### config.mk
export PLATFORM = sky130hd
export DESIGN_NAME = plaw_lerp
export DESIGN_NICKNAME = d
export VERILOG_FILES = /design/src/rtl/core/plaw_pkg.sv /design/src/rtl/core/plaw_lerp.sv
export SDC_FILE = /design/constraint.sdc
export NUM_CORES = 1
export LEC_CHECK = 0
export BUFFER_PORTS_ARGS = -buffer_cell sky130_fd_sc_hd__buf_4
export CORE_MARGIN = 4
export CORE_UTILIZATION = 50
export DETAILED_ROUTE_END_ITERATION = 10
export PLACE_DENSITY_LB_ADDON = 0.08
export SYNTH_ARGS = -nofsm -noshare
export SYNTH_HDL_FRONTEND = slang
export SYNTH_SLANG_ARGS = --single-unit
### constraint.sdc
create_clock -name i_clk -period 7.24 [get_ports i_clk]
set_input_delay 1.448 -clock i_clk [delete_from_list [all_inputs] [get_ports i_clk]]
set_output_delay 1.448 -clock i_clk [all_outputs]
set_load 0.01 [all_outputs]
### src/rtl/core/plaw_pkg.sv
`timescale 1ns / 1ps
// Shared types, formats and command codes of the arc length locator.
package plaw_pkg;

    // Fixed-point formats. Coordinates are Q16.16; lengths and distances are Q32.16.
    localparam int COORD_W = 32;
    localparam int DIFF_W  = 33;
    localparam int LEN_W   = 33;
    localparam int RAD_W   = 66;
    localparam int PROD_W  = 65;
    localparam int DIST_W  = 48;
    localparam int ADV_W   = 47;

    // Remaining distance and running sum, sized for the largest stores the block supports.
    localparam int REM_W = 52;
    localparam int SUM_W = 51;

    // Step counts of the iterative units.
    localparam int SQRT_STEPS = 33;
    localparam int MUL_STEPS  = 33;
    localparam int DIV_STEPS  = 65;
    localparam int STEP_W     = 7;

    localparam logic [2:0] CMD_CLEAR      = 3'd0;
    localparam logic [2:0] CMD_PATH_POINT = 3'd1;
    localparam logic [2:0] CMD_LINK_START = 3'd2;
    localparam logic [2:0] CMD_LINK_POINT = 3'd3;
    localparam logic [2:0] CMD_QUERY      = 3'd4;

    localparam logic [1:0] ST_PATH = 2'd0;
    localparam logic [1:0] ST_LINK = 2'd1;
    localparam logic [1:0] ST_PAST = 2'd2;

    typedef enum logic [1:0] {
        SQ_IDLE,
        SQ_SQUARE,
        SQ_ROOT,
        SQ_DONE
    } t_sq_state;

    typedef enum logic [1:0] {
        LP_IDLE,
        LP_MUL,
        LP_DIV,
        LP_DONE
    } t_lp_state;

    typedef enum logic [4:0] {
        W_IDLE,
        W_BRK_FETCH,
        W_BRK_POS,
        W_BRK_END,
        W_DISPATCH,
        W_LINK_TOP,
        W_SEG_A,
        W_SEG_B,
        W_SEG_C,
        W_LEN_GO,
        W_LEN_WAIT,
        W_CHECK,
        W_LERP_GO,
        W_LERP_WAIT,
        W_LEND_RD,
        W_LEND_CAP,
        W_FINISH
    } t_walk_state;

    typedef struct packed {
        logic                      start;
        logic signed [DIFF_W-1:0]  dx;
        logic signed [DIFF_W-1:0]  dy;
        logic signed [DIFF_W-1:0]  dz;
    } t_sqrt_req;

    typedef struct packed {
        logic             done;
        logic [LEN_W-1:0] len;
    } t_sqrt_rsp;

    typedef struct packed {
        logic                      start;
        logic signed [COORD_W-1:0] p0;
        logic signed [COORD_W-1:0] p1;
        logic [LEN_W-1:0]          num;
        logic [LEN_W-1:0]          den;
    } t_lerp_req;

    typedef struct packed {
        logic                      done;
        logic signed [COORD_W-1:0] point;
    } t_lerp_rsp;

    // Magnitude of a coordinate difference; it always fits 32 bits.
    function automatic logic [COORD_W-1:0] abs_diff(input logic signed [DIFF_W-1:0] d);
        logic [DIFF_W-1:0] m;
        m = d[DIFF_W-1] ? DIFF_W'(-d) : DIFF_W'(d);
        return m[COORD_W-1:0];
    endfunction

endpackage

### src/rtl/core/plaw_lerp.sv
`timescale 1ns / 1ps
// Interpolation unit: p0 + (p1 - p0) * num / den with shift-add multiply and long division.
module plaw_lerp (
    input  logic                 i_clk,
    input  logic                 i_rst_n,
    input  plaw_pkg::t_lerp_req  i_req,
    output plaw_pkg::t_lerp_rsp  o_rsp
);

    plaw_pkg::t_lp_state r_state, n_state;

    logic signed [plaw_pkg::COORD_W-1:0] r_p0;
    logic                                r_neg;
    logic [plaw_pkg::COORD_W-1:0]        r_ad;
    logic [plaw_pkg::LEN_W-1:0]          r_num;
    logic [plaw_pkg::LEN_W-1:0]          r_den;
    logic [plaw_pkg::PROD_W-1:0]         r_prod;
    logic [plaw_pkg::LEN_W-1:0]          r_rem;
    logic [plaw_pkg::STEP_W-1:0]         r_cnt;

    logic signed [plaw_pkg::DIFF_W-1:0]  w_d;
    logic [plaw_pkg::LEN_W:0]            w_t;
    logic [plaw_pkg::LEN_W:0]            w_tsub;
    logic                                w_fit;
    logic [plaw_pkg::DIFF_W-1:0]         w_sum;
    logic [plaw_pkg::DIFF_W-1:0]         w_q;

    assign w_d    = {i_req.p1[plaw_pkg::COORD_W-1], i_req.p1}
                  - {i_req.p0[plaw_pkg::COORD_W-1], i_req.p0};
    assign w_t    = {r_rem, r_prod[plaw_pkg::PROD_W-1]};
    assign w_fit  = w_t >= {1'b0, r_den};
    assign w_tsub = w_t - {1'b0, r_den};

    // The quotient never exceeds the difference magnitude, so it fits 32 bits.
    assign w_q   = {1'b0, r_prod[plaw_pkg::COORD_W-1:0]};
    assign w_sum = r_neg ? {r_p0[plaw_pkg::COORD_W-1], r_p0} - w_q
                         : {r_p0[plaw_pkg::COORD_W-1], r_p0} + w_q;

    always_comb begin
        n_state = r_state;
        case (r_state)
            plaw_pkg::LP_IDLE: if (i_req.start) n_state = plaw_pkg::LP_MUL;
            plaw_pkg::LP_MUL: begin
                if (r_cnt == plaw_pkg::STEP_W'(plaw_pkg::MUL_STEPS - 1)) begin
                    n_state = plaw_pkg::LP_DIV;
                end
            end
            plaw_pkg::LP_DIV: begin
                if (r_cnt == plaw_pkg::STEP_W'(plaw_pkg::DIV_STEPS - 1)) begin
                    n_state = plaw_pkg::LP_DONE;
                end
            end
            plaw_pkg::LP_DONE: n_state = plaw_pkg::LP_IDLE;
            default:           n_state = plaw_pkg::LP_IDLE;
        endcase
    end

    always_comb begin
        o_rsp.done  = (r_state == plaw_pkg::LP_DONE);
        o_rsp.point = (r_den == '0) ? r_p0 : w_sum[plaw_pkg::COORD_W-1:0];
    end

    always_ff @(posedge i_clk) begin
        if (!i_rst_n) begin
            r_state <= plaw_pkg::LP_IDLE;
        end else begin
            r_state <= n_state;
        end
    end

    always_ff @(posedge i_clk) begin
        case (r_state)
            plaw_pkg::LP_IDLE: begin
                r_p0   <= i_req.p0;
                r_neg  <= w_d[plaw_pkg::DIFF_W-1];
                r_ad   <= plaw_pkg::abs_diff(w_d);
                r_num  <= i_req.num;
                r_den  <= i_req.den;
                r_prod <= '0;
                r_rem  <= '0;
                r_cnt  <= '0;
            end
            plaw_pkg::LP_MUL: begin
                r_prod <= {r_prod[plaw_pkg::PROD_W-2:0], 1'b0}
                        + (r_num[plaw_pkg::LEN_W-1] ? plaw_pkg::PROD_W'(r_ad) : '0);
                r_num  <= {r_num[plaw_pkg::LEN_W-2:0], 1'b0};
                if (r_cnt == plaw_pkg::STEP_W'(plaw_pkg::MUL_STEPS - 1)) begin
                    r_cnt <= '0;
                end else begin
                    r_cnt <= r_cnt + plaw_pkg::STEP_W'(1);
                end
            end
            plaw_pkg::LP_DIV: begin
                // Quotient bits shift in from the bottom as dividend bits leave the top.
                r_rem  <= w_fit ? w_tsub[plaw_pkg::LEN_W-1:0] : w_t[plaw_pkg::LEN_W-1:0];
                r_prod <= {r_prod[plaw_pkg::PROD_W-2:0], w_fit};
                r_cnt  <= r_cnt + plaw_pkg::STEP_W'(1);
            end
            default: begin
                r_cnt <= '0;
            end
        endcase
    end

endmodule

==> flow_summary.toml <==
[floorplanning]
core_um2 = 35830
die_h_um = 199.1
ios = 166
die-width_um = 199.1
num_rows = 69
die-area_um2 = 39640
start_util_pct = 50.97

[layout]
diodes = 0
layout_common_cells = "edfxtp_1 (229), buf_4 (182), a21oi_1 (151)"
layout_commonest_cell = "edfxtp_1"
synthToLayoutAreaGrowth_pct = 14.17
layout-drive-gt1-share_pct = 13.73
design_area_um2 = 20850
utilization_pct = 58.19
final_nets = 2383

[cts]
tritoncts = "yes"
cts_buffers = 28
cts_setup_buffers = 0
clockRootBuffer = "clkbuf_16"
htree_levels = 1
cts_hold_buf = 0
clock-sinks = 238
clk_latency_ns = 0.56
clkTransAtPathRegs_ns = 0.05
ctsResizeCount = 0
cts_buffer_depth = 3

[placed_design]
hpwlAfterDp_um = 32920
routabilityCongestion = 0.8796
io_buffer_count = 165
postPlaceCellArea_um2 = 20000

[timing]
hold_ws_ns = 0.4680
min_period_over_period_pct = 91.94
slew_headroom_pct = 18.94
drv_slew = 0
fmax_ghz = 0.1502
tns_ns = 0
tightest_slew_ns = 1.216
hold_viol = 0
grt_setup_unrepaired = "false"
setup_viol = 0
layout_min_cycle_time_ns = 6.656
skew_ns = 0.02457

[drt]
vias = 14870
ant_nets = 0
avgViaCountPerCell = 5.744
drt_iter0_drc = 863
routed_wl_um = 44400
drc = 0
drtPass1Iterations = 6
wl_per_cell_um = 17.16

[global_route]
grt.total_usage_pct = 21.73
antenna_found_initial = 0
grt_first_pass_wirelength_um = 71370
grt_remaining_overflow = 0
grt_max_degree = 68
grt_pass1_vias = 14320

[synth]
synth_flop_cell = "edfxtp_1"
synth_cells = 1960
yosys-top-cells-area = "edfxtp_1 (38%), ha_1 (9.3%), xnor2_1 (4.7%)"
synth.avg_cell_area_um2 = 9.316
yosysWarnings = 0
syn_nets = 2233
synthDistinctLibCells = 78
ys_async_sr_fraction_pct = 0
synth_enable_flop_cells = 229
synth_top_cell_area_share_pct = 37.66
synth_area_leader_cell = "edfxtp_1"
synth-seq-cells = 238
synth-seq-area-share_pct = 38.65
syn_area_um2 = 18260

[worst_setup_path]
critPathMaxFanout = 5
crit_type = "flip-flop to output pin"
cp_common_cell = "a21oi_1"
path_buf_inv = 1
max_stage_delay_ns = 0.47
worst-endpoint-required_ns = 5.79
critical-path-top-delay-family = "compound AO/OA/AOI/OAI gates"
timing.critical_path.cells = "nor3_1 -> nand2_1 -> nor4_2 -> nand2_1 -> nor2_1 -> nor2_1 -> xnor2_1 -> ha_1 -> a211o_1 -> a21oi_1 -> a21oi_1 -> nor2_1 -> o31ai_1 -> a21oi_1 -> o21ai_1 -> a21oi_1 -> a21boi_0 -> or3_1 -> a31o_1 -> buf_4"
crit_arrival_ns = 5.21
start_kind = "flip-flop"
end_kind = "output pin"
cpMaxStageDelayCell = "edfxtp_1"

[job]
cap_violations = 0

[run_status]
run_status = "finished, final reports clean"

[hold_path]
hold_path_class = "flip-flop to flip-flop"
==> worst register-to-register path: cells and delay by family (launching register included) <==
| family | cells | cell delay [ns] |
|---|---|---|
| xor+xnor | 1 | 0.18 |
| compound gates | 10 | 2.78 |
| fa+ha+maj | 2 | 0.63 |
| flops | 1 | 0.36 |
| simple gates | 1 | 0.21 |
| buf+inv | 1 | 0.24 |
==> final timing paths <==
kind,from,endpoint,slack (ns),cells after the start
worst max-delay path,r_prod[8],o_rsp[29],0.58,20
worst min-delay path,r_cnt[0],r_cnt[0],0.47,1
worst max register to register,r_num[32],r_prod[27],2.54,15
worst min register to register,r_cnt[0],r_cnt[0],0.47,1
==> synth_stat cells, drive strengths merged (37+ instances only) <==
| cell | n |
|---|---|
| a21o | 60 |
| ha | 136 |
| nor2 | 139 |
| nor2b | 44 |
| clkbuf | 52 |
| xnor2 | 98 |
| inv | 121 |
| xor2 | 67 |
| nand3 | 50 |
| nor3 | 42 |
| edfxtp | 229 |
| o21ai | 149 |
| and2 | 46 |
| mux2 | 37 |
| a21oi | 153 |
| nand2 | 146 |
==> cells by family after synthesis <==
group                    synth area share (%)
adder cells (fa/ha/maj)                 9.757
buffers and inverters                   3.823
AO/OA/AOI/OAI                           18.69
XOR/XNOR                                7.914
AND/OR/NAND/NOR                         17.08
flip-flops                              38.65
multiplexers                            4.091
==> final cells by class <==
type / count / area (um2)
fillers: 3155 / 14980
multi-input cells: 1539 / 10550
flip-flops and latches: 238 / 7057
repair buffers: 182 / 1366
clock buffers: 33 / 740.7
well taps: 461 / 576.8
inverters: 121 / 454.2
clock inverters: 14 / 98.84
==> layer usage <==
metal | up-vias | track usage (%) | part of all wire [%]
li1 | 7504 | - | -
met3 | 59 | 2.327 | 5.2
met1 | 6948 | 31.48 | 47
met2 | 354 | 35.24 | 46
met4 | 0 | 5.243 | 1.9
met5 | - | 0 | 0
==> sequential cells by signal, summed over array words and instances (netlist names) <==
signal and cells:
r_p0 32, r_num 33, r_rem 33, r_prod 65, r_den 33, r_neg 1
r_state 2, r_ad 32, r_cnt 7
==> through the flow <==
stage	setup slack, ns	instances
5_1_grt	0.07879	2588
3_3_place_gp	1.210	2541
3_5_place_dp	0.9644	2541
2_1_floorplan	1.796	1960
6_report	0.5839	2588
4_1_cts	0.3537	2588
Power is left out: the tool's default activity adds up to more than one toggle a clock period on the data nets, which glitch-free logic cannot reach.
