<file path="src/rtl/core/plaw_pkg.sv">
`timescale 1ns / 1ps
// Shared types, formats and command codes of the arc length locator.
package plaw_pkg;

    // Fixed-point formats. Coordinates are Q16.16; lengths and distances are Q32.16.
    localparam int COORD_W = 32;
    localparam int DIFF_W  = 33;
    localparam int LEN_W   = 33;
    localparam int RAD_W   = 66;
    localparam int PROD_W  = 65;
    localparam int DIST_W  = 48;
    localparam int ADV_W   = 47;

    // Remaining distance and running sum, sized for the largest stores the block supports.
    localparam int REM_W = 52;
    localparam int SUM_W = 51;

    // Step counts of the iterative units.
    localparam int SQRT_STEPS = 33;
    localparam int MUL_STEPS  = 33;
    localparam int DIV_STEPS  = 65;
    localparam int STEP_W     = 7;

    localparam logic [2:0] CMD_CLEAR      = 3'd0;
    localparam logic [2:0] CMD_PATH_POINT = 3'd1;
    localparam logic [2:0] CMD_LINK_START = 3'd2;
    localparam logic [2:0] CMD_LINK_POINT = 3'd3;
    localparam logic [2:0] CMD_QUERY      = 3'd4;

    localparam logic [1:0] ST_PATH = 2'd0;
    localparam logic [1:0] ST_LINK = 2'd1;
    localparam logic [1:0] ST_PAST = 2'd2;

    typedef enum logic [1:0] {
        SQ_IDLE,
        SQ_SQUARE,
        SQ_ROOT,
        SQ_DONE
    } t_sq_state;

    typedef enum logic [1:0] {
        LP_IDLE,
        LP_MUL,
        LP_DIV,
        LP_DONE
    } t_lp_state;

    typedef enum logic [4:0] {
        W_IDLE,
        W_BRK_FETCH,
        W_BRK_POS,
        W_BRK_END,
        W_DISPATCH,
        W_LINK_TOP,
        W_SEG_A,
        W_SEG_B,
        W_SEG_C,
        W_LEN_GO,
        W_LEN_WAIT,
        W_CHECK,
        W_LERP_GO,
        W_LERP_WAIT,
        W_LEND_RD,
        W_LEND_CAP,
        W_FINISH
    } t_walk_state;

    typedef struct packed {
        logic                      start;
        logic signed [DIFF_W-1:0]  dx;
        logic signed [DIFF_W-1:0]  dy;
        logic signed [DIFF_W-1:0]  dz;
    } t_sqrt_req;

    typedef struct packed {
        logic             done;
        logic [LEN_W-1:0] len;
    } t_sqrt_rsp;

    typedef struct packed {
        logic                      start;
        logic signed [COORD_W-1:0] p0;
        logic signed [COORD_W-1:0] p1;
        logic [LEN_W-1:0]          num;
        logic [LEN_W-1:0]          den;
    } t_lerp_req;

    typedef struct packed {
        logic                      done;
        logic signed [COORD_W-1:0] point;
    } t_lerp_rsp;

    // Magnitude of a coordinate difference; it always fits 32 bits.
    function automatic logic [COORD_W-1:0] abs_diff(input logic signed [DIFF_W-1:0] d);
        logic [DIFF_W-1:0] m;
        m = d[DIFF_W-1] ? DIFF_W'(-d) : DIFF_W'(d);
        return m[COORD_W-1:0];
    endfunction

endpackage

</file>
<file path="src/rtl/core/plaw_sqrt.sv">
`timescale 1ns / 1ps
// Segment length unit: sum of three squares, then a bit-per-cycle integer square root.
module plaw_sqrt (
    input  logic                 i_clk,
    input  logic                 i_rst_n,
    input  plaw_pkg::t_sqrt_req  i_req,
    output plaw_pkg::t_sqrt_rsp  o_rsp
);

    plaw_pkg::t_sq_state r_state, n_state;

    logic [plaw_pkg::COORD_W-1:0]   r_op0, r_op1, r_op2;
    logic [1:0]                     r_k;
    logic [2*plaw_pkg::COORD_W-1:0] r_prod;
    logic [plaw_pkg::RAD_W-1:0]     r_rad;
    logic [plaw_pkg::LEN_W+1:0]     r_rem;
    logic [plaw_pkg::LEN_W-1:0]     r_root;
    logic [plaw_pkg::STEP_W-1:0]    r_cnt;

    logic [plaw_pkg::COORD_W-1:0]   w_op;
    logic [plaw_pkg::LEN_W+3:0]     w_rem_sh;
    logic [plaw_pkg::LEN_W+1:0]     w_trial;
    logic [plaw_pkg::LEN_W+3:0]     w_diff;
    logic                           w_fit;

    always_comb begin
        case (r_k)
            2'd0:    w_op = r_op0;
            2'd1:    w_op = r_op1;
            default: w_op = r_op2;
        endcase
    end

    // One result bit per step: bring down two radicand bits, try root*4+1.
    assign w_rem_sh = {r_rem, r_rad[plaw_pkg::RAD_W-1 -: 2]};
    assign w_trial  = {r_root, 2'b01};
    assign w_fit    = w_rem_sh >= (plaw_pkg::LEN_W+4)'(w_trial);
    assign w_diff   = w_rem_sh - (plaw_pkg::LEN_W+4)'(w_trial);

    always_comb begin
        n_state = r_state;
        case (r_state)
            plaw_pkg::SQ_IDLE:   if (i_req.start) n_state = plaw_pkg::SQ_SQUARE;
            plaw_pkg::SQ_SQUARE: if (r_k == 2'd3) n_state = plaw_pkg::SQ_ROOT;
            plaw_pkg::SQ_ROOT: begin
                if (r_cnt == plaw_pkg::STEP_W'(plaw_pkg::SQRT_STEPS - 1)) begin
                    n_state = plaw_pkg::SQ_DONE;
                end
            end
            plaw_pkg::SQ_DONE:   n_state = plaw_pkg::SQ_IDLE;
            default:             n_state = plaw_pkg::SQ_IDLE;
        endcase
    end

    always_comb begin
        o_rsp.done = (r_state == plaw_pkg::SQ_DONE);
        o_rsp.len  = r_root;
    end

    always_ff @(posedge i_clk) begin
        if (!i_rst_n) begin
            r_state <= plaw_pkg::SQ_IDLE;
        end else begin
            r_state <= n_state;
        end
    end

    always_ff @(posedge i_clk) begin
        case (r_state)
            plaw_pkg::SQ_IDLE: begin
                r_op0  <= plaw_pkg::abs_diff(i_req.dx);
                r_op1  <= plaw_pkg::abs_diff(i_req.dy);
                r_op2  <= plaw_pkg::abs_diff(i_req.dz);
                r_k    <= 2'd0;
                r_rad  <= '0;
                r_rem  <= '0;
                r_root <= '0;
                r_cnt  <= '0;
            end
            plaw_pkg::SQ_SQUARE: begin
                // The product of one cycle is accumulated in the next.
                if (r_k != 2'd3) r_prod <= w_op * w_op;
                if (r_k != 2'd0) r_rad <= r_rad + plaw_pkg::RAD_W'(r_prod);
                r_k <= r_k + 2'd1;
            end
            plaw_pkg::SQ_ROOT: begin
                r_rad  <= {r_rad[plaw_pkg::RAD_W-3:0], 2'b00};
                r_rem  <= w_fit ? w_diff[plaw_pkg::LEN_W+1:0] : w_rem_sh[plaw_pkg::LEN_W+1:0];
                r_root <= {r_root[plaw_pkg::LEN_W-2:0], w_fit};
                r_cnt  <= r_cnt + plaw_pkg::STEP_W'(1);
            end
            default: begin
                r_cnt <= '0;
            end
        endcase
    end

endmodule

</file>
<file path="config.mk">
export PLATFORM = sky130hd
export DESIGN_NAME = plaw_sqrt
export DESIGN_NICKNAME = d
export VERILOG_FILES = /design/src/rtl/core/plaw_pkg.sv /design/src/rtl/core/plaw_sqrt.sv
export SDC_FILE = /design/constraint.sdc
export NUM_CORES = 2
export LEC_CHECK = 0
export BUFFER_PORTS_ARGS = -buffer_cell sky130_fd_sc_hd__buf_2
export CELL_PAD_IN_SITES_DETAIL_PLACEMENT = 0
export CELL_PAD_IN_SITES_GLOBAL_PLACEMENT = 1
export CORE_ASPECT_RATIO = 1.75
export CORE_MARGIN = 4
export CORE_UTILIZATION = 44
export DETAILED_ROUTE_END_ITERATION = 8
export PLACE_DENSITY = 0.77
export RECOVER_POWER = 25
export SETUP_SLACK_MARGIN = 0.5
export SYNTH_ARGS = -nofsm -noshare
export SYNTH_HDL_FRONTEND = slang
export SYNTH_SLANG_ARGS = --single-unit
</file>
<file path="constraint.sdc">
create_clock -name i_clk -period 16.8 [get_ports i_clk]
set_clock_uncertainty 0.1 [all_clocks]
set_input_delay 1.68 -clock i_clk [delete_from_list [all_inputs] [get_ports i_clk]]
set_output_delay 1.68 -clock i_clk [all_outputs]
set_load 0.01 [all_outputs]
</file>
==> summary.md <==
| Metric | Value |
|---|---|
| Fraction of registers with async set/reset | 0 |
| Register area | 9110 sq um |
| Clk slew on worst S/H paths | 0.07 ns |
| Max Slew Vio Count | 249 |
| Post-synth top cells | inv_1 (1125), fa_1 (795), nor2_1 (450) |
| Final worst-path setup slack | 5.92 ns |
| Reg2reg end | r_prod[62]$_DFFE_PP_ |
| Hold EP | r_rad[54]$_DFFE_PP_ |
| Num CTS Buffers | 31 |
| Crit path time final | 10.88 ns |
| # H-tree levels | 1 |
| # setup viols final | 0 |
| Post-synthesis cell count | 5056 |
| Place WS | 5.97 ns |
| Hold path startpoint | r_rad[52]$_DFFE_PP_ |
| Starting density of the core | 0.444 |
| First-pass GRT wire length | 211000 microns |
| Antenna violations before repair | 2 |
| CP Class | reg -> reg |
| Worst skew pair latency | 0.62 ns |
| Row count | 159 |
| Actual slew at the worst max-slew pin | 2.53 ns |
| Setup_tns | 0 ns |
| Area of the multi-input gates | 33800 sq um |
| Post-CTS setup buffers | 0 |
| CP peak stage delay | 0.77 ns |
| Gr usage total | 0.236 |
| Final nets | 6381 |
| Die Footprint | 114000 sq um |
| Failing checks | capacitance limit, slew limit |
| Yosys top cell by area | fa_1 |
| GRT overflow | 0 |
| Main synth FF type | edfxtp_1 |
| Reg-to-reg startpoint | r_k[0]$_SDFFCE_PN0P_ |
| Top cell type's share of synthesized area | 0.333 |
| Flops & latches, synth | 304 |
| Startpoint Class | register |
| Avg Inst Size Synth | 9.46 sq um |
| Final Non-Filler Cells | 6560 |
| Placed Cells | 6501 |
| Fill cell total of the finished layout | 10300 |
| CP Capture Type | register |
| Netlist Area Pre-Place | 47800 sq um |
| Drt wl/cell | 20.5 microns |
| Routed vias/inst | 5.35 |
| Clock Tree Buf Depth | 3 |
| Global placement routability congestion | 0.938 |
| Vias in the first global route | 38400 |
| Hold Buf Count CTS | 0 |
| Max Cap Viol | 6 |
| Layout cells sized above 1 | 0.0568 |
| Final Cell Area | 51200 sq um |
| Post-synth EDFFs | 302 |
| DRT antenna net count | 0 |
| Dominant cells by area after synthesis | fa_1 (33%), edfxtp_1 (19%), ha_1 (10%) |
| Core ar. | 108000 sq um |
| Root buf cell | clkbuf_16 |
| Vias post-DR | 35100 |
| Highest Clock Rate | 91.9 MHz |
| Most frequent CP cell | fa_1 |
| DIE WIDTH | 257 microns |
| TritonCTS sink count | 304 |
| Final hold viol count | 0 |
| Status | finished with violations |
| CTS tree | built |
| Unrepaired setup endpoints after global routing | false |
| Total Wirelength | 134000 microns |
| Count leader, synth | inv_1 |
| Slowest stage cell, crit path | clkinv_1 |
| Syn Nets | 6352 |
| PostCTS Resize Cnt | 0 |
| Sequential share of the synthesized area | 0.190 |
| Yosys cell types | 74 |
| Post-Place Cell Area | 50100 sq um |
| Worst Path Arrival | 11.15 ns |
| Final period util | 0.648 |
| Hold path cells | 2 |
| Hold WC Path Type | reg -> reg |
| Die span in y | 444 microns |
| TritonRoute pass-1 iters | 7 |
| Slew headroom | -0.687 |
| Area growth, synth to finish | 7.03% |
| Port bufs | 135 |
| Critical Path RT | 17.07 ns |
| Maximum fanout along the worst path | 37 |
| Largest net degree at the start of global routing | 71 |
| Reg2reg path depth | 30 |
| DRC viols | 0 |
| Iter 0 DRT Violations | 1733 |
| Ys Warns | 0 |
| Number of I/O pins | 136 |
| Dpl hpwl | 109000 microns |
| Worst reg2reg setup slack | 5.92 ns |
==> layer usage <==
| metal | share of wire | routed length (microns) | global-route usage | up-vias |
|---|---|---|---|---|
| met2 | 0.53 | 71800 | 0.452 | 1068 |
| met3 | 0.049 | 6520 | 0.0229 | 368 |
| met1 | 0.35 | 47400 | 0.257 | 17500 |
| li1 | - | - | - | 16100 |
| met4 | 0.065 | 8680 | 0.123 | 0 |
| met5 | 0 | 0 | 0 | - |
==> final cells by class <==
class,instances,area share
sequential,304,0.178
inverter,1131,0.0829
antenna,1,0.0000489
timing repair buffer,191,0.0209
clock buffer,32,0.0152
tap,1449,0.0354
multi-input combinational,3426,0.661
clock inverter,26,0.00704
==> worst max-delay path by stage <==
stage | depth (start not counted) | slack (ns) | endpoint | start
2_1_floorplan | 33 | 7.67 | r_prod[61]$_DFFE_PP_ | r_k[0]$_SDFFCE_PN0P_
3_3_place_gp | 30 | 6.13 | r_prod[62]$_DFFE_PP_ | r_k[0]$_SDFFCE_PN0P_
3_5_place_dp | 30 | 5.97 | r_prod[62]$_DFFE_PP_ | r_k[0]$_SDFFCE_PN0P_
4_1_cts | 30 | 5.93 | r_prod[62]$_DFFE_PP_ | r_k[0]$_SDFFCE_PN0P_
5_1_grt | 32 | 5.38 | r_prod[62]$_DFFE_PP_ | r_k[0]$_SDFFCE_PN0P_
6_report | 30 | 5.92 | r_prod[62]$_DFFE_PP_ | r_k[0]$_SDFFCE_PN0P_
==> cells in the final DEF, fill, tap and decap left out, types with 82 or more instances in the layout <==
cell type	instances
edfxtp_1	302
o21ai_0	138
xor2_1	82
ha_1	399
fa_1	795
buf_2	129
nand2_1	420
a21oi_1	190
inv_1	1125
a21o_1	128
nor2_1	448
xnor2_1	199
==> registers in the layout (all words and copies together) (netlist names) <==
| register | flops |
|---|---|
| r_rem | 35 |
| r_prod | 63 |
| r_root | 33 |
| r_k | 2 |
| r_state | 2 |
| r_op2 | 32 |
| r_op0 | 32 |
| r_cnt | 7 |
| r_rad | 66 |
| r_op1 | 32 |
==> through the flow <==
| stage | util | hold WS, ns |
|---|---|---|
| after floorplan | - | 0.426 |
| after global placement | 0.465 | 0.452 |
| after detailed placement | 0.465 | 0.455 |
| after CTS | 0.476 | 0.473 |
| after global routing | 0.476 | 0.501 |
| final | 0.476 | 0.466 |
==> kinds of logic (layout without fill, tap and decap cells) <==
| family | count (synthesis) | in the layout | share of synthesized area |
|---|---|---|---|
| compound gates | 770 | 770 | 0.106 |
| xor+xnor | 281 | 281 | 0.0515 |
| fa+ha+maj | 1194 | 1194 | 0.437 |
| buf+inv | 1326 | 1380 | 0.104 |
| flops | 304 | 304 | 0.190 |
| mux | 13 | 13 | 0.00275 |
| other cells | 0 | 1 | 0 |
| simple gates | 1168 | 1168 | 0.107 |
==> critical path: cells and delay by family, from the launching register on <==
family	cells	cell delay [ns]
AO/OA/AOI/OAI	6	2.16
XOR/XNOR	1	0.21
adder cells (fa/ha/maj)	10	4.56
buffers and inverters	8	1.96
flip-flops	1	0.40
AND/OR/NAND/NOR	5	1.21
Power is left out: the tool's default activity adds up to more than one toggle a clock period on the data nets, which glitch-free logic cannot reach.
